===== src/design/rswg_pkg.sv =====
package rswg_pkg;

  localparam int MAX_GRID_DEF = 1024;

  localparam int COORD_W  = 10;
  localparam int GRID_W   = 11;
  localparam int KIND_W   = 2;
  localparam int WEIGHT_W = 16;
  localparam int FRAC_W   = 16;
  localparam int DR_W     = FRAC_W + 1;

  localparam logic [DR_W-1:0] ONE_Q16 = DR_W'(1) << FRAC_W;

  // register indexes
  localparam logic [0:0] CFG_STAMP_KIND = 1'b0;
  localparam logic [0:0] CFG_GRID_SIZE  = 1'b1;

  localparam logic [KIND_W-1:0] KIND_MOUNTAIN = 2'd0;
  localparam logic [KIND_W-1:0] KIND_VALLEY   = 2'd1;
  localparam logic [KIND_W-1:0] KIND_CRATER   = 2'd2;

  localparam logic [KIND_W-1:0] KIND_RESET = KIND_MOUNTAIN;
  localparam logic [GRID_W-1:0] GRID_RESET = 11'd64;

  // travels with each item down the pipe
  typedef struct packed {
    logic [KIND_W-1:0] kind;
    logic              outside;
    logic              s_zero;
  } item_ctl_t;

endpackage


===== src/design/rswg_div.sv =====
module rswg_div
  import rswg_pkg::*;
#(
  parameter int RW = $clog2(MAX_GRID_DEF),
  parameter int K  = RW + FRAC_W
) (
  input  logic             clk_i,
  input  logic             rst_ni,
  input  logic             valid_i,
  input  logic [K-1:0]     q_i,
  input  logic [RW-1:0]    r_i,
  input  item_ctl_t        ctl_i,
  output logic             valid_o,
  output logic [DR_W-1:0]  dr_o,
  output item_ctl_t        ctl_o
);

  // q < r * 2^17, so the bits above the quotient already sit below r
  logic [K-1:0]    q_q   [0:DR_W];
  logic [RW-1:0]   rem_q [0:DR_W];
  logic [DR_W-1:0] quo_q [0:DR_W];
  logic [RW-1:0]   r_q   [0:DR_W];
  item_ctl_t       ctl_q [0:DR_W];
  logic [DR_W:0]   vld_q;

  assign q_q[0]   = q_i;
  assign rem_q[0] = RW'(q_i >> DR_W);
  assign quo_q[0] = '0;
  assign r_q[0]   = r_i;
  assign ctl_q[0] = ctl_i;
  assign vld_q[0] = valid_i;

  for (genvar i = 0; i < DR_W; i++) begin : g_step
    logic [RW:0] rem_sh;
    logic        ge;

    assign rem_sh = {rem_q[i], q_q[i][DR_W-1-i]};
    assign ge     = rem_sh >= {1'b0, r_q[i]};

    always_ff @(posedge clk_i or negedge rst_ni) begin
      if (!rst_ni) begin
        vld_q[i+1] <= 1'b0;
      end else begin
        vld_q[i+1] <= vld_q[i];
      end
    end

    always_ff @(posedge clk_i) begin
      q_q[i+1]   <= q_q[i];
      rem_q[i+1] <= ge ? RW'(rem_sh - {1'b0, r_q[i]}) : RW'(rem_sh);
      quo_q[i+1] <= {quo_q[i][DR_W-2:0], ge};
      r_q[i+1]   <= r_q[i];
      ctl_q[i+1] <= ctl_q[i];
    end
  end

  assign valid_o = vld_q[DR_W];
  assign dr_o    = quo_q[DR_W];
  assign ctl_o   = ctl_q[DR_W];

endmodule


===== config.mk =====
export PLATFORM = sky130hd
export DESIGN_NAME = rswg_div
export DESIGN_NICKNAME = d
export VERILOG_FILES = /design/src/design/rswg_pkg.sv /design/src/design/rswg_div.sv
export SDC_FILE = /design/constraint.sdc
export NUM_CORES = 1
export LEC_CHECK = 0
export BUFFER_PORTS_ARGS = -buffer_cell sky130_fd_sc_hd__buf_2
export CAP_MARGIN = 20
export CORE_MARGIN = 2
export CORE_UTILIZATION = 65
export DETAILED_ROUTE_END_ITERATION = 10
export GPL_TIMING_DRIVEN = 0
export PLACE_DENSITY = 0.88
export SYNTH_ARGS = -nofsm -noshare
export SYNTH_HDL_FRONTEND = slang
export SYNTH_SLANG_ARGS = --single-unit

===== constraint.sdc =====
create_clock -name clk_i -period 3.3 [get_ports clk_i]
set_input_delay 0.66 -clock clk_i [delete_from_list [all_inputs] [get_ports clk_i]]
set_output_delay 0.66 -clock clk_i [all_outputs]
set_load 0.02 [all_outputs]

==> impl_results.md <==
- Clk Tree Root Cell: clkbuf_16
- Dpl cells: 2,644
- Critical Path Start Type: primary input
- Syn nets: roughly 2,300
- WP data arrival: 2840 ps
- CTS H-tree depth: 3
- Flops & latches, synth: 694
- Final Hold Vio Count: 0
- Worst path cell trace: buf_2 -> inv_1 -> ha_1 -> inv_1 -> fa_1 -> a211oi_2 -> nor2_1 -> o41ai_4 -> a311oi_2 -> buf_6 -> mux2_4
- Routability cong.: 0.888
- Most frequent cells in the layout: 677 x dfxtp_1, 233 x inv_1, 170 x ha_1
- Area Growth Syn to Fin: 13.7%
- Multi-input logic area: 8580 µm²
- Commonest non-fill, non-tap cell in the layout: dfxtp_1
- Final cell count without fillers: 2,762
- Synth Cell Area: 23,700 µm²
- Sink Count: 694
- Final ANT Viol Nets: 0
- Via count: 15,000
- Yosys cell types: between 60 and 70
- # IOs: 65
- Share of cells above drive strength 1: between 10% and 20%
- CTS buffer count: 66
- Total GRT Usage: 22.1%
- Most frequent CP cell: inv_1
- Minimum clock period after layout: between 2000 and 2500 ps
- Ys flop type: dfxtp_1
- Routed Wire Length: ~42,000 µm
- Vias/cell: 5.45
- Slowest CP cell: fa_1
- Nets: 2,481
- Setup crit end kind: flop
- Final worst clock skew: 19.2 ps
- Worst-margin pin slew: 504 ps
- Initial antenna violation count: 0
- Worst vdd rail ir drop: between 0.5 and 0.6 mV
- Leak: 12.1 nW
- Clock transition at path regs: roughly 60 ps
- Worst Path Required: 3780 ps
- Final Max Slew Viols: 0
- Worst min path class: in2reg
- Vias in the first global route: 15,500
- Worst-case clock buffer depth: 3
- Post-DP HPWL: 29,300 µm
- Cell Pwr Density: roughly 1100 nW/µm²
- Global-route wire length before repair: 69,500 µm
- Crit path max-delay family: compound AO/OA/AOI/OAI gates
- DIE AREA: 38,000 µm²
- Syn avg cell area: 11.2 µm²
- Critical path class: in2reg
- # rows: 69
- Register area share after synthesis: 59.0%
- Final setup fails: 0
- Antenna Cells: 0
- Clk_lat worst skew: 590 ps
- Filler Cell Count: 2,334
- FFs w/ async S/R, synth: 2.45%
- Remaining DRCs: 0
- Slowest stage delay, CP: 440 ps
- Starting Density: approximately 66%
- RSZ-0062 raised after global routing: false
- Core area: 35,700 µm²
- Port Buffers: 64
- Setup Buffers After CTS: 0
- Max_slew headroom: around 66%
- Die H: 195 µm
- Final worst-path cycle share: 71.6%
- Status: completed
- CTS tree: built
- Crit-path max FO: 10
- Post-Syn Instances: 2,119
- CP bufs+invs: 4
- Total Neg Setup Slack: 0 ps
- Fmax: 423 MHz
- Synth Warn #: 0
- Chip width: 195 µm
- Grt ovf: 0
- FF/Latch Area: 14,000 µm²
- EDFF count, synth: 0
- Initial drt markers: between 700 and 800
- TritonRoute pass-1 iters: 5
- Pin count of the biggest net entering global routing: 18
- # Max-Cap Violations: 0
- DR WL/cell: 15.1 µm
## cell type report
class | instances | share of cell area [%]
buffer | 37 | 0.915
inverter | 234 | 3.26
multi-input combinational | 1154 | 31.9
sequential | 694 | 51.9
clock inverter | 24 | 1.55
timing repair buffer | 65 | 1.23
clock buffer | 93 | 7.11
tap | 461 | 2.14
## through the flow
stage          util (%)  cell area [µm²]  power [W]  hold slack (ps)  setup slack (ps)
3_5_place_dp       68.8            24600     0.0219              312               368
2_1_floorplan         -            23700     0.0195              310               681
3_3_place_gp       68.8            24600     0.0213              310               393
6_report           75.3            26900     0.0299              160               937
4_1_cts            75.3            26900     0.0299              143               938
5_1_grt            75.3            26900     0.0317              153               702
## layer usage
layer	global-route usage (%)	vias up	share of wire [%]
met2	42.4	368	53
met3	3.71	126	3.6
met1	23.6	7131	40
met5	0	-	0
li1	-	7424	-
met4	9.98	0	3.2
## state kept, by name, indices dropped and copies added, names as in the netlist
register and flops:
g_step.rem_sh 176, r_q 160, quo_q 136, q_q 120, ctl_q 64, dr_o 17, vld_q 16, ctl_o 4
valid_o 1
## cell usage after synthesis (10+ instances only)
cell type,n,area share [%]
dfxtp_1,677,57
inv_1,233,3.7
ha_1,170,9.0
o21ai_0,140,3.0
nor2_1,117,1.9
nand2_1,116,1.8
a21oi_1,76,1.6
xnor2_1,63,2.3
mux2_2,46,2.2
nand3_1,44,0.93
xor2_1,33,1.2
o211ai_1,31,0.98
o21bai_1,28,0.89
buf_4,24,0.76
nor4_1,23,0.61
nand4_1,18,0.48
dfrtp_1,17,1.8
fa_1,16,1.4
or2_2,16,0.42
nand2b_1,15,0.40
a22oi_1,14,0.44
nor2b_1,14,0.37
o31a_1,13,0.48
nand3b_1,12,0.38
o21ai_2,12,0.44
o22ai_1,12,0.32
a31oi_1,11,0.29
o21a_1,11,0.35
a21o_1,10,0.32
o31ai_1,10,0.32
## path summary, 6_finish.rpt
check / to / depth (start not counted) / start / slack (ps)
max: g_step[1].rem_sh[9]$_DFF_P_ / 11 / q_i[16] / 940
min in group asynchronous: vld_q[1]$_DFF_PN0_ / 2 / rst_ni / 520
min reg2reg: ctl_q[35]$_DFF_P_ / 0 / ctl_q[39]$_DFF_P_ / 320
max reg2reg: g_step[8].rem_sh[6]$_DFF_P_ / 9 / r_q[101]$_DFF_P_ / 940
min: q_q[429]$_DFF_P_ / 1 / q_i[13] / 160
max in group asynchronous: vld_q[12]$_DFF_PN0_ / 2 / rst_ni / 2510
## logic make-up (layout without fill, tap and decap cells)
| group | Yosys count | after routing | share of synthesized area (%) |
|---|---|---|---|
| DFF | 694 | 694 | 59.0 |
| buffers and inverters | 271 | 453 | 4.75 |
| xor gates and xnor gates | 96 | 96 | 3.55 |
| adders and majority gates | 186 | 186 | 10.3 |
| AOI/OAI and AO/OA | 410 | 410 | 11.3 |
| muxes | 61 | 61 | 2.97 |
| and+or+nand+nor | 401 | 401 | 8.09 |
## power by group
part	internal, W	switching (W)
clock network	0.00472	0.00309
registers	0.0107	0.000911
logic	0.00463	0.00585
total	0.0200	0.00984
## repair_timing
action | CTS | global route
endpoints found under the hold margin | 17 | 0
gates resized for setup | 0 | 0
hold buffers | 1 | 0
(Power assumes the default switching activity.)
