==> src/design/rswg_pkg.sv <==
package rswg_pkg;

  localparam int MAX_GRID_DEF = 1024;

  localparam int COORD_W  = 10;
  localparam int GRID_W   = 11;
  localparam int KIND_W   = 2;
  localparam int WEIGHT_W = 16;
  localparam int FRAC_W   = 16;
  localparam int DR_W     = FRAC_W + 1;

  localparam logic [DR_W-1:0] ONE_Q16 = DR_W'(1) << FRAC_W;

  // register indexes
  localparam logic [0:0] CFG_STAMP_KIND = 1'b0;
  localparam logic [0:0] CFG_GRID_SIZE  = 1'b1;

  localparam logic [KIND_W-1:0] KIND_MOUNTAIN = 2'd0;
  localparam logic [KIND_W-1:0] KIND_VALLEY   = 2'd1;
  localparam logic [KIND_W-1:0] KIND_CRATER   = 2'd2;

  localparam logic [KIND_W-1:0] KIND_RESET = KIND_MOUNTAIN;
  localparam logic [GRID_W-1:0] GRID_RESET = 11'd64;

  // travels with each item down the pipe
  typedef struct packed {
    logic [KIND_W-1:0] kind;
    logic              outside;
    logic              s_zero;
  } item_ctl_t;

endpackage

==> src/design/rswg_sqrt.sv <==
module rswg_sqrt
  import rswg_pkg::*;
#(
  parameter int RW = $clog2(MAX_GRID_DEF),
  parameter int K  = RW + FRAC_W
) (
  input  logic            clk_i,
  input  logic            rst_ni,
  input  logic            valid_i,
  input  logic [2*RW-1:0] s_i,
  input  logic [RW-1:0]   r_i,
  input  item_ctl_t       ctl_i,
  output logic            valid_o,
  output logic [K-1:0]    root_o,
  output logic [RW-1:0]   r_o,
  output item_ctl_t       ctl_o
);

  // isqrt(s << 32), two radicand bits per stage
  logic [2*K-1:0] x_q    [0:K];
  logic [K+1:0]   rem_q  [0:K];
  logic [K-1:0]   root_q [0:K];
  logic [RW-1:0]  r_q    [0:K];
  item_ctl_t      ctl_q  [0:K];
  logic [K:0]     vld_q;

  assign x_q[0]    = {s_i, {(2*FRAC_W){1'b0}}};
  assign rem_q[0]  = '0;
  assign root_q[0] = '0;
  assign r_q[0]    = r_i;
  assign ctl_q[0]  = ctl_i;
  assign vld_q[0]  = valid_i;

  for (genvar i = 0; i < K; i++) begin : g_step
    logic [K+1:0] rem_sh, trial;
    logic         ge;

    assign rem_sh = {rem_q[i][K-1:0], x_q[i][2*K-1:2*K-2]};
    assign trial  = {root_q[i], 2'b01};
    assign ge     = rem_sh >= trial;

    always_ff @(posedge clk_i or negedge rst_ni) begin
      if (!rst_ni) begin
        vld_q[i+1] <= 1'b0;
      end else begin
        vld_q[i+1] <= vld_q[i];
      end
    end

    always_ff @(posedge clk_i) begin
      x_q[i+1]    <= x_q[i] << 2;
      rem_q[i+1]  <= ge ? rem_sh - trial : rem_sh;
      root_q[i+1] <= {root_q[i][K-2:0], ge};
      r_q[i+1]    <= r_q[i];
      ctl_q[i+1]  <= ctl_q[i];
    end
  end

  assign valid_o = vld_q[K];
  assign root_o  = root_q[K];
  assign r_o     = r_q[K];
  assign ctl_o   = ctl_q[K];

endmodule

==> config.mk <==
export PLATFORM = sky130hd
export DESIGN_NAME = rswg_sqrt
export DESIGN_NICKNAME = d
export VERILOG_FILES = /design/src/design/rswg_pkg.sv /design/src/design/rswg_sqrt.sv
export SDC_FILE = /design/constraint.sdc
export NUM_CORES = 2
export LEC_CHECK = 0
export BUFFER_PORTS_ARGS = -buffer_cell sky130_fd_sc_hd__buf_2
export CELL_PAD_IN_SITES_DETAIL_PLACEMENT = 1
export CELL_PAD_IN_SITES_GLOBAL_PLACEMENT = 1
export CORE_MARGIN = 2
export CORE_UTILIZATION = 50
export DETAILED_ROUTE_END_ITERATION = 10
export PLACE_DENSITY_LB_ADDON = 0.1
export SLEW_MARGIN = 10
export SYNTH_ARGS = -nofsm -noshare
export SYNTH_HDL_FRONTEND = slang
export SYNTH_SLANG_ARGS = --single-unit
==> constraint.sdc <==
create_clock -name clk_i -period 8.36 [get_ports clk_i]
set_clock_uncertainty 0.05 [all_clocks]
set_input_delay 0 -clock clk_i [delete_from_list [all_inputs] [get_ports clk_i]]
set_output_delay 0 -clock clk_i [all_outputs]
set_load 0.02 [all_outputs]
==> flow_metrics.tcl <==
set metrics [dict create \
    area_delta_synth_final_pct 14.8 \
    rsz0062_at_grt "no" \
    fin_setup_tns_ns 0 \
    antenna_cells 0 \
    period_share 0.463 \
    arrival_ns 4.46 \
    use_met1 0.250 \
    p_total_uw 18900 \
    max_freq_ghz 0.258 \
    critical_path.max_fanout 28 \
    clock_sinks 1431 \
    finalNetCount 5711 \
    ant_nets 0 \
    cts.path.max_buffers 3 \
    cts-resized-gates 0 \
    drive_gt1_frac 0.0853 \
    rows 118 \
    synth_cell_types 90 \
    clock_latency_ns 0.76 \
    max_slew.worst_pin.slew_ns 1.21 \
    cts-buffers-inserted 146 \
    synth_flop_cell "dfxtp_1" \
    syn_area_um2 52600 \
    hold_path_class "input pin to async pin" \
    root_buffer "clkbuf_16" \
    drtIter0Drc 1513 \
    grt_pass1_vias 37600 \
    grt_pass1_wl_um 191000 \
    cts_max_level 4 \
    max-slew-margin-rel 0.192 \
    nFillCells 11100 \
    dpl.hpwl_um 83500 \
    synth_edf_count 0 \
    grtUsageMet3 0.0300 \
    outcome "finished clean" \
    yosys_warnings 0 \
    power.density_nw_per_um2 312 \
    fp.dieH_um 328 \
    grt_start_max_net_pins 43 \
    fin_crit_ns 3.87 \
    startpoint_type "flip-flop" \
    synth-async-reset-ratio 0.0182 \
    synth_area_per_cell_um2 10.3 \
    yosysTopAreaCell "dfxtp_1" \
    crit_required_ns 8.95 \
    overflow 0 \
    gp_congestion 0.813 \
    path_class "flip-flop to flip-flop" \
    crit_path_end_kind "flip-flop" \
    dieArea_um2 108000 \
    synthTopCellsByArea "dfxtp_1 53%, ha_1 8.3%, xnor2_1 3.8%" \
    globalRouteMet2Util 0.409 \
    ys_seq_area_frac 0.547 \
    cts_tree "yes" \
    io_buffers 77 \
    synth.top_cell.area_share 0.535 \
    hold_viol_final 0 \
    fin_ws_ns 4.49 \
    p_leak_uw 0.0284 \
    vias_per_cell 5.20 \
    synth_fp_nets 5489 \
    io_pins 78 \
    setup_violations 0 \
    place_ws_ns 4.59 \
    grt_use_total 0.217 \
    totalWireLength_um 116000 \
    final_util 0.581 \
    drc 0 \
    drtPass1Iterations 5 \
    die_x_um 328 \
    maxSlewViolCount 0 \
    vias 35400 \
    ys_seq_elements 1431 \
    cts.reportedPaths.clkPinSlew_ns 0.06 \
    antenna_found_initial 1 \
    core_um2 104000 \
    synthCells 5089 \
    globalRoute.busiestLayer "met2" \
    wl_per_cell_um 17.1 \
    start_util 0.506 \
    cap_viol_max_count 0 \
    vdd_drop_max_mv 0.193 \
]
==> cells in the mapped netlist, drive strengths merged, types with 12 or more instances <==
cell    number
dfxtp     1405
o31ai       35
or4         45
dfrtp       26
nand3       69
nor4        66
buf         36
o21bai      36
a21o       118
a21oi      290
a31oi       22
o21a        65
nor3       121
or3         52
xnor2      227
fa          15
nand2      354
a211oi      41
inv        449
nand2b      69
and3        20
nor2       277
o21ai      286
mux2        62
ha         348
nand4       22
nor2b       42
xor2       216
and2        13
or2         32
clkbuf      54
o41ai       12
nand4b      12
o211ai      13
==> cell usage in the layout, fill, tap and decap left out, types with 36 or more instances in the layout <==
| cell | instances |
|---|---|
| nand2_1 | 354 |
| nand2b_1 | 69 |
| dlygate4sd3_1 | 73 |
| o21ai_0 | 282 |
| a21o_1 | 118 |
| dfxtp_1 | 1405 |
| o21bai_1 | 36 |
| clkbuf_16 | 147 |
| xor2_1 | 216 |
| a21oi_1 | 289 |
| nand3_1 | 69 |
| or4_1 | 42 |
| nor4_1 | 64 |
| ha_1 | 348 |
| nor3_1 | 117 |
| nor2b_1 | 41 |
| mux2_2 | 62 |
| buf_2 | 77 |
| inv_1 | 449 |
| a211oi_1 | 39 |
| nor2_1 | 277 |
| xnor2_1 | 227 |
| or3_1 | 51 |
| o21a_1 | 65 |
==> timing repair <==
item | 4_1_cts | 5_1_grt
endpoints found under the hold margin | 62 | 0
hold buffers | 74 | 0
buffers inserted | 0 | 0
==> per-stage QoR <==
step                cell area [µm²]  hold slack [ns]  instances
detailed placement            54400          -0.0289       6469
global route                  60400            0.271       6806
finish                        60400            0.253       6806
floorplan                     52600           -0.346       5089
CTS                           60400            0.172       6806
global placement              54400          -0.0431       6469
==> sequential cells by signal, summed over array words and instances, names as in the netlist <==
register / flops
ctl_q: 100
root_o: 26
x_q: 72
ctl_o: 4
r_q: 250
valid_o: 1
g_step.rem_sh: 618
r_o: 10
g_step.trial: 325
vld_q: 25
==> report_power, final <==
part           internal, µW  total, µW  switching, µW  leakage, µW
clock network          4090       6850           2760      0.00255
registers              7910       8770            855       0.0120
logic                  1500       3260           1760       0.0138
total                 13500      18900           5370       0.0284
==> logic make-up (layout without fill, tap and decap cells) <==
group                      after synthesis  after routing  synth area share
muxes                                   67             67            0.0142
xor gates and xnor gates               443            443            0.0737
AOI/OAI and AO/OA                     1013           1013             0.120
DFF                                   1431           1431             0.547
adders and majority gates              363            363            0.0885
and+or+nand+nor                       1232           1232             0.116
other                                    1              1         0.0000713
buffers and inverters                  539            876            0.0401
==> routing by layer <==
layer / share of wire / vias up
met4: 0.026 / 2
met1: 0.42 / 17100
met2: 0.52 / 390
met3: 0.024 / 212
met5: 0.00010 / -
li1: - / 17700
==> cell type report <==
cell class | count | area (µm²) | area share
multi-input cells | 3119 | 21800 | 0.360
flip-flops and latches | 1431 | 28800 | 0.476
inverters | 449 | 1690 | 0.0279
clock inverters | 61 | 988 | 0.0164
well taps | 1380 | 1730 | 0.0286
clock buffers | 202 | 4240 | 0.0701
repair buffers | 164 | 1230 | 0.0204
==> worst max-delay path: stages (launching register included) <==
cell      delay (ns)
dfxtp_1         0.42
ha_1            0.24
fa_1            0.23
a21o_1          0.13
a21oi_1         0.11
o21ai_0         0.39
a31oi_1         0.21
nor2_1          0.25
a211oi_1        0.14
o211ai_1        0.76
buf_4           0.43
mux2_2          0.38
==> final timing paths <==
kind,end,slack (ns),depth (start not counted),startpoint
hold reg to reg,r_q[191],0.26,0,r_q[201]
setup / recovery,g_step[23].rem_sh[4],4.49,11,g_step[22].rem_sh[2]
min in group clk_i,r_q[191],0.26,0,r_q[201]
setup reg to reg,g_step[23].rem_sh[4],4.49,11,g_step[22].rem_sh[2]
hold / removal,valid_o,0.25,4,rst_ni
max in group asynchronous,vld_q[17],7.86,4,rst_ni
No activity file was read; power rests on OpenSTA's default activity.
