--- src/design/rswg_pkg.sv ---
package rswg_pkg;

  localparam int MAX_GRID_DEF = 1024;

  localparam int COORD_W  = 10;
  localparam int GRID_W   = 11;
  localparam int KIND_W   = 2;
  localparam int WEIGHT_W = 16;
  localparam int FRAC_W   = 16;
  localparam int DR_W     = FRAC_W + 1;

  localparam logic [DR_W-1:0] ONE_Q16 = DR_W'(1) << FRAC_W;

  // register indexes
  localparam logic [0:0] CFG_STAMP_KIND = 1'b0;
  localparam logic [0:0] CFG_GRID_SIZE  = 1'b1;

  localparam logic [KIND_W-1:0] KIND_MOUNTAIN = 2'd0;
  localparam logic [KIND_W-1:0] KIND_VALLEY   = 2'd1;
  localparam logic [KIND_W-1:0] KIND_CRATER   = 2'd2;

  localparam logic [KIND_W-1:0] KIND_RESET = KIND_MOUNTAIN;
  localparam logic [GRID_W-1:0] GRID_RESET = 11'd64;

  // travels with each item down the pipe
  typedef struct packed {
    logic [KIND_W-1:0] kind;
    logic              outside;
    logic              s_zero;
  } item_ctl_t;

endpackage

--- src/design/rswg_shape.sv ---
module rswg_shape
  import rswg_pkg::*;
(
  input  logic                       clk_i,
  input  logic                       rst_ni,
  input  logic                       valid_i,
  input  logic [DR_W-1:0]            dr_i,
  input  item_ctl_t                  ctl_i,
  output logic                       valid_o,
  output logic signed [WEIGHT_W-1:0] weight_o,
  output logic                       outside_o
);

  localparam int TW = DR_W + 3;
  localparam int UW = 2 * DR_W;
  localparam int FW = DR_W + 1;
  localparam int PW = UW + FW;
  localparam int HW = 15;
  localparam logic [FW-1:0] THREE_Q16 = FW'(3) << FRAC_W;
  localparam logic [PW-1:0] HALF_Q34  = PW'(1) << (2 * FRAC_W + 1);

  function automatic logic [DR_W-1:0] clamp_t(input logic signed [TW-1:0] v);
    logic [DR_W-1:0] res;
    if (v < 0) begin
      res = '0;
    end else if (v > $signed(TW'(ONE_Q16))) begin
      res = ONE_Q16;
    end else begin
      res = v[DR_W-1:0];
    end
    return res;
  endfunction

  logic [DR_W-1:0]        dr_e;
  logic [DR_W+1:0]        dr5;
  logic signed [TW-1:0]   t1, t2;
  logic [DR_W-1:0]        ta_d, tb_d;

  logic [3:0]             vld_q;
  item_ctl_t              c1_q, c2_q, c3_q;
  logic [DR_W-1:0]        ta_q, tb_q;
  logic [UW-1:0]          uua_q, uub_q;
  logic [FW-1:0]          fa_q, fb_q;
  logic [PW-1:0]          pa_q, pb_q;
  logic [PW-1:0]          ra, rb;
  logic signed [HW+1:0]   ha, hb, w_d;
  logic signed [WEIGHT_W-1:0] weight_q;
  logic                   outside_q;

  always_comb begin
    dr_e = ctl_i.s_zero ? '0 : dr_i;
    dr5  = {dr_e, 2'b00} + (DR_W+2)'(dr_e);
    t1   = $signed(TW'(dr5)) - $signed(TW'(3) << FRAC_W);
    t2   = $signed(TW'(dr5)) - $signed(TW'(4) << FRAC_W);
    if (ctl_i.kind == KIND_CRATER) begin
      ta_d = clamp_t(t1);
      tb_d = clamp_t(t2);
    end else begin
      ta_d = ONE_Q16 - dr_e;
      tb_d = '0;
    end
  end

  always_comb begin
    ra = (pa_q + HALF_Q34) >> (2 * FRAC_W + 2);
    rb = (pb_q + HALF_Q34) >> (2 * FRAC_W + 2);
    ha = $signed({2'b00, ra[HW-1:0]});
    hb = $signed({2'b00, rb[HW-1:0]});
    case (c3_q.kind)
      KIND_MOUNTAIN: w_d = ha;
      KIND_VALLEY:   w_d = -ha;
      KIND_CRATER:   w_d = hb - ha;
      default:       w_d = '0;
    endcase
    if (c3_q.outside) begin
      w_d = '0;
    end
  end

  always_ff @(posedge clk_i or negedge rst_ni) begin
    if (!rst_ni) begin
      vld_q <= '0;
    end else begin
      vld_q <= {vld_q[2:0], valid_i};
    end
  end

  always_ff @(posedge clk_i) begin
    ta_q      <= ta_d;
    tb_q      <= tb_d;
    c1_q      <= ctl_i;

    uua_q     <= ta_q * ta_q;
    uub_q     <= tb_q * tb_q;
    fa_q      <= THREE_Q16 - {ta_q, 1'b0};
    fb_q      <= THREE_Q16 - {tb_q, 1'b0};
    c2_q      <= c1_q;

    pa_q      <= uua_q * fa_q;
    pb_q      <= uub_q * fb_q;
    c3_q      <= c2_q;

    weight_q  <= WEIGHT_W'(w_d);
    outside_q <= c3_q.outside;
  end

  assign valid_o   = vld_q[3];
  assign weight_o  = weight_q;
  assign outside_o = outside_q;

endmodule

--- config.mk ---
export PLATFORM = sky130hd
export DESIGN_NAME = rswg_shape
export DESIGN_NICKNAME = d
export VERILOG_FILES = /design/src/design/rswg_pkg.sv /design/src/design/rswg_shape.sv
export SDC_FILE = /design/constraint.sdc
export NUM_CORES = 2
export LEC_CHECK = 0
export BUFFER_PORTS_ARGS = -buffer_cell sky130_fd_sc_hd__buf_2
export CAP_MARGIN = 20
export CORE_MARGIN = 1.5
export CORE_UTILIZATION = 35
export DETAILED_ROUTE_END_ITERATION = 16
export GPL_TIMING_DRIVEN = 0
export PLACE_DENSITY = 0.53
export SLEW_MARGIN = 10
export SYNTH_ARGS = -nofsm -noshare
export SYNTH_HDL_FRONTEND = slang
export SYNTH_SLANG_ARGS = --single-unit
--- constraint.sdc ---
create_clock -name clk_i -period 12.2 [get_ports clk_i]
set_input_delay 1.83 -clock clk_i [delete_from_list [all_inputs] [get_ports clk_i]]
set_output_delay 1.83 -clock clk_i [all_outputs]
set_load 0.01 [all_outputs]
==> metrics.cfg <==
[timing]
slew_violations=0
fin_setup_tns_ns=0
finalSetupViolations=0
layout_worst_path_cycle_share=0.667
worst-slew-pin-transition_ns=1.02
hold_violations=0
relSlewSlack=0.321
max_freq_mhz=123
finalCriticalPeriod_ns=8.14
skew_ns=0.0162
rsz0062_at_grt=false

[setup_path]
crit_type=reg2reg
cp.required_ns=12.63
crit_fanout=10
r2r_cells=22
startpoint_type=register
end_kind=register
arrival_ns=8.56

[synthesis]
synth.distinct_cells=67
syn_inst=6364
synth_ff_type=dfxtp_1
syn_area_per_cell_um2=8.99
ys_seq_area_frac=0.0682
ys_seq_elements=194
synth_edf_count=0
yosys_warnings=0
synth_nets=8234
syn_area_um2=57200
async_flop_share=0.0206

[die]
ios=42
core_region_area_um2=163000
rows=148
fp.dieW_um=407
start_util=0.352
die_area_um2=166000
die_h_um=407

[grt]
grt_start_max_net_pins=19
first_global_vias=45000
antenna_found_initial=7
grt_use_total=0.203
grt_pass1_wl_mm=259
overflow=0

[cells_and_area]
finalNetCount=8294
area_growth_pct=6.10
fin_area_um2=60700
drive_gt1_frac=0.0148
fill_cells=16800

[drt]
vias=40700
wl_mm=164
drtIter0Drc=2329
firstDrtPassIters=5
vias_per_cell=4.73
drc_errors=0
avgRoutedWirePerCell_um=19.0
drtAntennaViolNets=0

[hold_path]
holdPathStages=0
hp-class=reg2reg

[placement]
gp_congestion=0.927
dp_hpwl_mm=138
io_buffer_count=41
place_area_um2=60100

[clock_tree]
h-tree-depth=4
root_buffer=clkbuf_16
clock_latency_ns=0.52
cts_made_buffers=17
cts_max_path_buffers=2
postCtsSetupBuffers=0
tritoncts=built
clkTransAtPathRegs_ns=0.08
ctsHoldBuffers=0
cts.repair.resized=0
cts_sinks=194

[outcome]
status=complete, no violations

[job]
drv_cap=0

final timing paths:
path / start / to / slack (ns)
hold / removal: c1_q[2]$_DFF_P_ / c2_q[2]$_DFF_P_ / 0.33
hold reg to reg: c1_q[2]$_DFF_P_ / c2_q[2]$_DFF_P_ / 0.33
min in group asynchronous: rst_ni / vld_q[3]$_DFF_PN0_ / 1.09
setup / recovery: uub_q[11]$_DFF_P_ / pb_q[48]$_DFF_P_ / 4.06
max in group asynchronous: rst_ni / vld_q[1]$_DFF_PN0_ / 10.99
setup reg to reg: uub_q[11]$_DFF_P_ / pb_q[48]$_DFF_P_ / 4.06
per-stage QoR:
step	hold slack, ns	util	instances	setup WS, ns
2_1_floorplan	0.310	-	6364	5.77
3_3_place_gp	0.314	0.370	8580	3.94
3_5_place_dp	0.316	0.370	8580	4.00
4_1_cts	0.337	0.373	8611	3.95
5_1_grt	0.348	0.373	8611	3.72
6_report	0.332	0.373	8616	4.06
cells by family (layout without fill, tap and decap cells):
group | count (synthesis) | count (layout) | synth area share
buf+inv | 1890 | 1962 | 0.124
fa+ha+maj | 1846 | 1846 | 0.575
simple gates | 1823 | 1823 | 0.155
compound gates | 403 | 403 | 0.0453
xor+xnor | 201 | 201 | 0.0308
flops | 194 | 194 | 0.0682
mux | 7 | 7 | 0.00131
other cells | 0 | 5 | 0
state kept, by name, indices dropped and copies added (netlist names), 3 cells and up:
register / flops
fa_q: 16
pb_q: 16
fb_q: 16
weight_o: 16
pa_q: 16
uub_q: 33
uua_q: 33
c3_q: 3
tb_q: 17
c2_q: 3
ta_q: 17
vld_q: 4
c1_q: 3
critical path, stage by stage (launching register included):
cell      delay (ns)
dfxtp_1         0.68
clkbuf_1        0.60
nand2_1         0.18
fa_1            0.57
fa_1            0.54
fa_1            0.52
inv_1           0.06
fa_1            0.52
fa_1            0.50
inv_1           0.05
fa_1            0.47
inv_1           0.05
ha_1            0.29
a211oi_1        0.07
o21ai_0         0.18
a211oi_1        0.09
o221ai_1        0.69
a21oi_1         0.45
o31ai_1         0.58
a21oi_1         0.19
o31ai_1         0.37
a21oi_1         0.14
xnor2_1         0.22
cells in the final DEF (no fill, tap or decap), types with 41 or more instances in the layout:
cell type	instances
ha_1	540
clkbuf_1	239
dfxtp_1	190
nand3_1	48
xor2_1	63
fa_1	1306
xnor2_1	138
o21ai_0	72
nor2_1	172
buf_2	41
and2_1	628
a21oi_1	121
inv_1	1645
nand2_1	813
a21o_1	64
cells in the mapped netlist, types with 13 or more instances:
cell type | instances | area, um2
inv_1 | 1645 | 6170
fa_1 | 1306 | 26100
nand2_1 | 813 | 3050
and2_1 | 628 | 3930
ha_1 | 540 | 6760
clkbuf_1 | 239 | 897
dfxtp_1 | 190 | 3800
nor2_1 | 172 | 646
xnor2_1 | 138 | 1210
a21oi_1 | 121 | 606
o21ai_0 | 72 | 360
a21o_1 | 64 | 480
xor2_1 | 63 | 552
nand3_1 | 48 | 240
nor3_1 | 34 | 170
nor2b_1 | 29 | 181
o21a_1 | 22 | 165
nand2b_1 | 21 | 131
o22ai_1 | 21 | 131
nand4_1 | 19 | 119
a211oi_1 | 14 | 105
o21bai_1 | 14 | 105
and3_1 | 13 | 81.3
or3_1 | 13 | 81.3
final cells by class:
class	instances	area, um2	share of cell area
diodes	5	12.5	0.000206
plain buffers	242	916	0.0151
clock buffers	17	425	0.00701
clock inverters	14	123	0.00202
inverters	1648	6190	0.102
multi-input cells	4280	46200	0.761
flip-flops and latches	194	3900	0.0643
well taps	2175	2720	0.0448
repair buffers	41	205	0.00338
layer usage:
layer  GRT usage  part of all wire  up-vias
li1            -                 -    18700
met1       0.279              0.45    20800
met2       0.338              0.47     1052
met3      0.0288             0.057      176
met4      0.0499             0.023        2
met5           0          0.000079        -
Power is not shown: default switching activity piles up to over one toggle a cycle in this logic, so the estimate is an artifact.
