$ cat config.mk
export PLATFORM = sky130hd
export DESIGN_NAME = rswg_front
export DESIGN_NICKNAME = d
export VERILOG_FILES = /design/src/design/rswg_pkg.sv /design/src/design/rswg_front.sv
export SDC_FILE = /design/constraint.sdc
export NUM_CORES = 1
export LEC_CHECK = 0
export BUFFER_PORTS_ARGS = -buffer_cell sky130_fd_sc_hd__clkbuf_2
export CELL_PAD_IN_SITES_DETAIL_PLACEMENT = 1
export CELL_PAD_IN_SITES_GLOBAL_PLACEMENT = 2
export CORE_MARGIN = 2
export CORE_UTILIZATION = 44
export DETAILED_ROUTE_END_ITERATION = 10
export PLACE_DENSITY_LB_ADDON = 0.1
export RECOVER_POWER = 50
export SLEW_MARGIN = 10
export SYNTH_ARGS = -nofsm -noshare
export SYNTH_HDL_FRONTEND = slang
export SYNTH_SLANG_ARGS = --single-unit
$ cat constraint.sdc
create_clock -name clk_i -period 8.51 [get_ports clk_i]
set_input_delay 0.851 -clock clk_i [delete_from_list [all_inputs] [get_ports clk_i]]
set_output_delay 0.851 -clock clk_i [all_outputs]
set_load 0.01 [all_outputs]
$ cat src/design/rswg_pkg.sv
package rswg_pkg;

  localparam int MAX_GRID_DEF = 1024;

  localparam int COORD_W  = 10;
  localparam int GRID_W   = 11;
  localparam int KIND_W   = 2;
  localparam int WEIGHT_W = 16;
  localparam int FRAC_W   = 16;
  localparam int DR_W     = FRAC_W + 1;

  localparam logic [DR_W-1:0] ONE_Q16 = DR_W'(1) << FRAC_W;

  // register indexes
  localparam logic [0:0] CFG_STAMP_KIND = 1'b0;
  localparam logic [0:0] CFG_GRID_SIZE  = 1'b1;

  localparam logic [KIND_W-1:0] KIND_MOUNTAIN = 2'd0;
  localparam logic [KIND_W-1:0] KIND_VALLEY   = 2'd1;
  localparam logic [KIND_W-1:0] KIND_CRATER   = 2'd2;

  localparam logic [KIND_W-1:0] KIND_RESET = KIND_MOUNTAIN;
  localparam logic [GRID_W-1:0] GRID_RESET = 11'd64;

  // travels with each item down the pipe
  typedef struct packed {
    logic [KIND_W-1:0] kind;
    logic              outside;
    logic              s_zero;
  } item_ctl_t;

endpackage

$ cat src/design/rswg_front.sv
module rswg_front
  import rswg_pkg::*;
#(
  parameter int MAX_GRID = MAX_GRID_DEF,
  parameter int RW       = $clog2(MAX_GRID)
) (
  input  logic                clk_i,
  input  logic                rst_ni,
  input  logic                valid_i,
  input  logic [COORD_W-1:0]  col_i,
  input  logic [COORD_W-1:0]  row_i,
  input  logic [KIND_W-1:0]   kind_i,
  input  logic [GRID_W-1:0]   grid_size_i,
  output logic                valid_o,
  output logic [2*RW-1:0]     s_o,
  output logic [RW-1:0]       r_o,
  output item_ctl_t           ctl_o
);

  localparam int CW = (GRID_W > RW + 1) ? GRID_W : RW + 1;
  localparam int MW = (COORD_W + 1 > RW) ? COORD_W + 1 : RW;
  localparam int DW = MW + 1;
  localparam int SW = 2 * MW + 1;

  logic [CW-1:0]        gs_w, n_w;
  logic [RW-1:0]        r_d;
  logic signed [DW-1:0] dx, dz;

  logic                 v1_q, v2_q, v3_q;
  logic [MW-1:0]        ax_q, az_q;
  logic [RW-1:0]        r1_q, r2_q, r3_q;
  logic [KIND_W-1:0]    k1_q, k2_q;
  logic [2*MW-1:0]      sqx_q, sqz_q;
  logic [2*RW-1:0]      rsq_q;
  logic [SW-1:0]        s_sum;
  logic                 outside_d;
  logic [2*RW-1:0]      s_q;
  item_ctl_t            ctl_q;

  always_comb begin
    gs_w = CW'(grid_size_i);
    if (gs_w == '0) begin
      n_w = CW'(1);
    end else if (gs_w > CW'(MAX_GRID)) begin
      n_w = CW'(MAX_GRID);
    end else begin
      n_w = gs_w;
    end
    r_d = RW'(n_w - CW'(1));
    dx  = $signed(DW'({col_i, 1'b0})) - $signed(DW'(r_d));
    dz  = $signed(DW'({row_i, 1'b0})) - $signed(DW'(r_d));
  end

  assign s_sum     = SW'(sqx_q) + SW'(sqz_q);
  assign outside_d = s_sum > SW'(rsq_q);

  always_ff @(posedge clk_i or negedge rst_ni) begin
    if (!rst_ni) begin
      v1_q <= 1'b0;
      v2_q <= 1'b0;
      v3_q <= 1'b0;
    end else begin
      v1_q <= valid_i;
      v2_q <= v1_q;
      v3_q <= v2_q;
    end
  end

  always_ff @(posedge clk_i) begin
    ax_q  <= dx[DW-1] ? MW'(-dx) : MW'(dx);
    az_q  <= dz[DW-1] ? MW'(-dz) : MW'(dz);
    r1_q  <= r_d;
    k1_q  <= kind_i;

    sqx_q <= ax_q * ax_q;
    sqz_q <= az_q * az_q;
    rsq_q <= r1_q * r1_q;
    r2_q  <= r1_q;
    k2_q  <= k1_q;

    // only the inside range feeds the root unit
    s_q           <= outside_d ? '0 : (2*RW)'(s_sum);
    ctl_q.outside <= outside_d;
    ctl_q.s_zero  <= (s_sum == '0);
    ctl_q.kind    <= k2_q;
    r3_q          <= r2_q;
  end

  assign valid_o = v3_q;
  assign s_o     = s_q;
  assign r_o     = r3_q;
  assign ctl_o   = ctl_q;

endmodule

==> metrics.md <==
| Metric | Value |
|---|---|
| Status | finished, violations left |
| Failing checks | max-capacitance violations, max-slew violations |
| H-tree Lvls | 4 |
| CP peak stage delay | 820 ps |
| Row Count | 67 |
| Commonest register cell after synthesis | dfxtp_1 |
| DRC viols | 0 |
| Hold crit path type | in2async |
| Die Ht | 189 µm |
| Total CTS buffers | 17 |
| Fin crit period | 6550 ps |
| Post-synthesis async set-or-reset flop share | 0.0214 |
| Most common cell after layout, fill and taps aside | inv_1 |
| P&R area growth vs syn | 8.08% |
| Critical Path Start Type | flip-flop |
| Tot GR Track Use | 0.206 |
| Total number of vias | 10950 |
| Largest net degree at the start of global routing | 26 |
| DR vias/cell | 5.03 |
| Worst slew pin tran | 1670 ps |
| Fmax | 0.153 GHz |
| Crit. End Element | flip-flop |
| Final cell count without fillers | 2175 |
| Hold Vio Cnt, Final | 0 |
| Synth unique cells | 81 |
| Grt total ovfl | 0 |
| CTS Hold Buffers Added | 0 |
| Most frequent cells in the layout | inv_1 (349), ha_1 (202), fa_1 (173), dfxtp_1 (137), nand2_1 (95) |
| Post-synth EDFFs | 0 |
| Initial antenna violation count | 0 |
| GPL Wtd Cong | 0.782 |
| Starting density of the core | 0.448 |
| Cell family contributing the most delay on the critical path | adder cells |
| Tcrit/Tclk final | 0.770 |
| Synth warnings | 0 |
| Die ar. | 35800 µm² |
| Max-cap violations | 2 |
| Setup CP Type | reg2reg |
| CP arrival | 6920 ps |
| Most Frequent Cell on Critical Path | fa_1 |
| Port Buffers | 69 |
| Post-synthesis compound-gate area fraction | 0.0941 |
| CTS resizes | 0 |
| Setup TNS | 0 ps |
| Nets | 2125 |
| Critical Path RT | 8870 ps |
| Pins Over Slew Limit | 22 |
| Clk Latency, worst-skew pair | 430 ps |
| Synth Area in Simple Gates | 0.145 |
| DP HPWL | 28700 µm |
| WL/cell | 15.8 µm |
| Antenna cells | 0 |
| Clock Tree Root | clkbuf_16 |
| Largest family of logic cells by synthesized area | adder cells |
| Sequential element share of the synthesized area | 0.187 |
| Register bit total from synthesis | 140 |
| Syn Std Cell Area | 15100 µm² |
| Share of post-route cells with drive strength above 1 | 0.0550 |
| First-pass GRT wire length | 59500 µm |
| Drt first pass iters | 4 |
| Die width | 189 µm |
| Inst Count DP | 2143 |
| Vias in the first global route | 12049 |
| Buf+Inv Stages, Crit Path | 5 |
| CTS Sinks | 140 |
| Clock-pin slew on the worst setup and hold paths | 60 ps |
| CTS tree | built |
| Synth Net Count | 2082 |
| Post-synthesis mux area share | 0.00365 |
| Relative slew slack | -0.121 |
| Routed Wire Length | 34300 µm |
| IO Pins | 71 |
| Core Area | 33700 µm² |
| Post-Syn Area per Cell | 9.03 µm² |
| Post-CTS Setup Bufs | 0 |
| Final setup fails | 0 |
| RSZ-0062 raised after global routing | false |
| Worst path slowest cell | clkbuf_1 |
| Post-synthesis xor/xnor area fraction | 0.0722 |
| Antenna viol nets, final | 0 |
| CTS Buffer Depth | 2 |
| Initial drt markers | 299 |
| Worst Skew | 9.16 ps |
| Critical Path Fanout Max | 25 |
| Cells along the critical path | clkbuf_1 -> and2_1 -> inv_1 -> fa_1 -> fa_1 -> fa_1 -> inv_1 -> fa_1 -> inv_1 -> fa_1 -> inv_1 -> ha_1 -> a21oi_1 -> nand2_1 -> o211ai_1 -> a41oi_1 -> o21a_1 -> o21a_1 -> o21ai_0 -> nor2b_1 -> xnor2_1 |
| Post-Synth Adder-Cell Area | 0.398 |
| Gate Count Post-Synth | 1671 |
[cell families after synthesis]
logic type / count (synthesis)
compound gates: 211
xor+xnor: 122
fa+ha+maj: 377
buf+inv: 396
flops: 140
mux: 5
other cells: 1
simple gates: 419
[cell usage after synthesis (5+ instances only)]
master / count / area (µm²)
nor2b_1: 20 / 125
nor4_1: 8 / 50.1
dfxtp_1: 137 / 2740
fa_1: 173 / 3460
and2_1: 92 / 576
inv_1: 349 / 1310
a31oi_1: 12 / 75.1
nor3_1: 22 / 110
a211oi_1: 5 / 37.5
o21a_1: 17 / 128
ha_1: 202 / 2530
nor2_1: 88 / 330
a21oi_1: 57 / 285
a21o_1: 20 / 150
or2_2: 10 / 62.6
o31ai_1: 7 / 52.6
nand2_1: 95 / 357
a31o_2: 6 / 52.6
xor2_1: 31 / 272
nand4_1: 6 / 37.5
o21ai_0: 31 / 155
nand2b_1: 12 / 75.1
clkbuf_1: 40 / 150
nand3_1: 15 / 75.1
xnor2_1: 89 / 780
or3_1: 10 / 62.6
o21bai_1: 11 / 82.6
or4_1: 6 / 45.0
and3_1: 13 / 81.3
[area by class of cell]
type	count	area [µm²]
flip-flops and latches	140	2820
fillers	3985	17400
clock buffers	19	433
repair buffers	70	304
multi-input cells	1135	10700
well taps	448	561
inverters	350	1310
clock inverters	13	141
[registers in the layout, summed over array words and instances (netlist names)]
register,flops
r1_q,10
v1_q,1
sqx_q,20
valid_o,1
r2_q,9
ax_q,11
sqz_q,21
s_o,19
az_q,10
k2_q,2
k1_q,2
v2_q,1
rsq_q,19
ctl_o,4
r_o,10
[stage by stage]
step	util	cell area (µm²)	worst slack, ps	hold WS, ps
floorplan	-	15100	3030	310
global placement	0.469	15800	2720	311
detailed placement	0.469	15800	2590	313
CTS	0.486	16400	2570	187
global route	0.484	16300	1430	200
finish	0.484	16300	1960	214
[routing by layer]
metal  wire length (µm)  track usage
met5                  0            0
met4                348       0.0352
met3                992       0.0339
met2              16800        0.364
met1              16100        0.267
[worst register-to-register path, delay by kind of cell, from the launching register on]
kind / cells / cell delay [ps]
AND/OR/NAND/NOR: 3 / 630
buffers and inverters: 5 / 1050
AO/OA/AOI/OAI: 6 / 1420
flip-flops: 1 / 310
adder cells (fa/ha/maj): 6 / 2980
XOR/XNOR: 1 / 120
[worst paths after layout]
check                           startpoint         to  slack, ps  cells after the start
worst max-delay path               ax_q[0]  sqx_q[19]       1960                     21
worst min-delay path                rst_ni       v2_q        210                      1
worst max register to register     ax_q[0]  sqx_q[19]       1960                     21
worst min register to register     r2_q[5]     r_o[5]        330                      0
max in group asynchronous           rst_ni       v1_q       8150                      1
min in group clk_i                 r2_q[5]     r_o[5]        330                      0
Power is left out: the tool's default activity adds up to more than one toggle a clock period on the data nets, which glitch-free logic cannot reach.
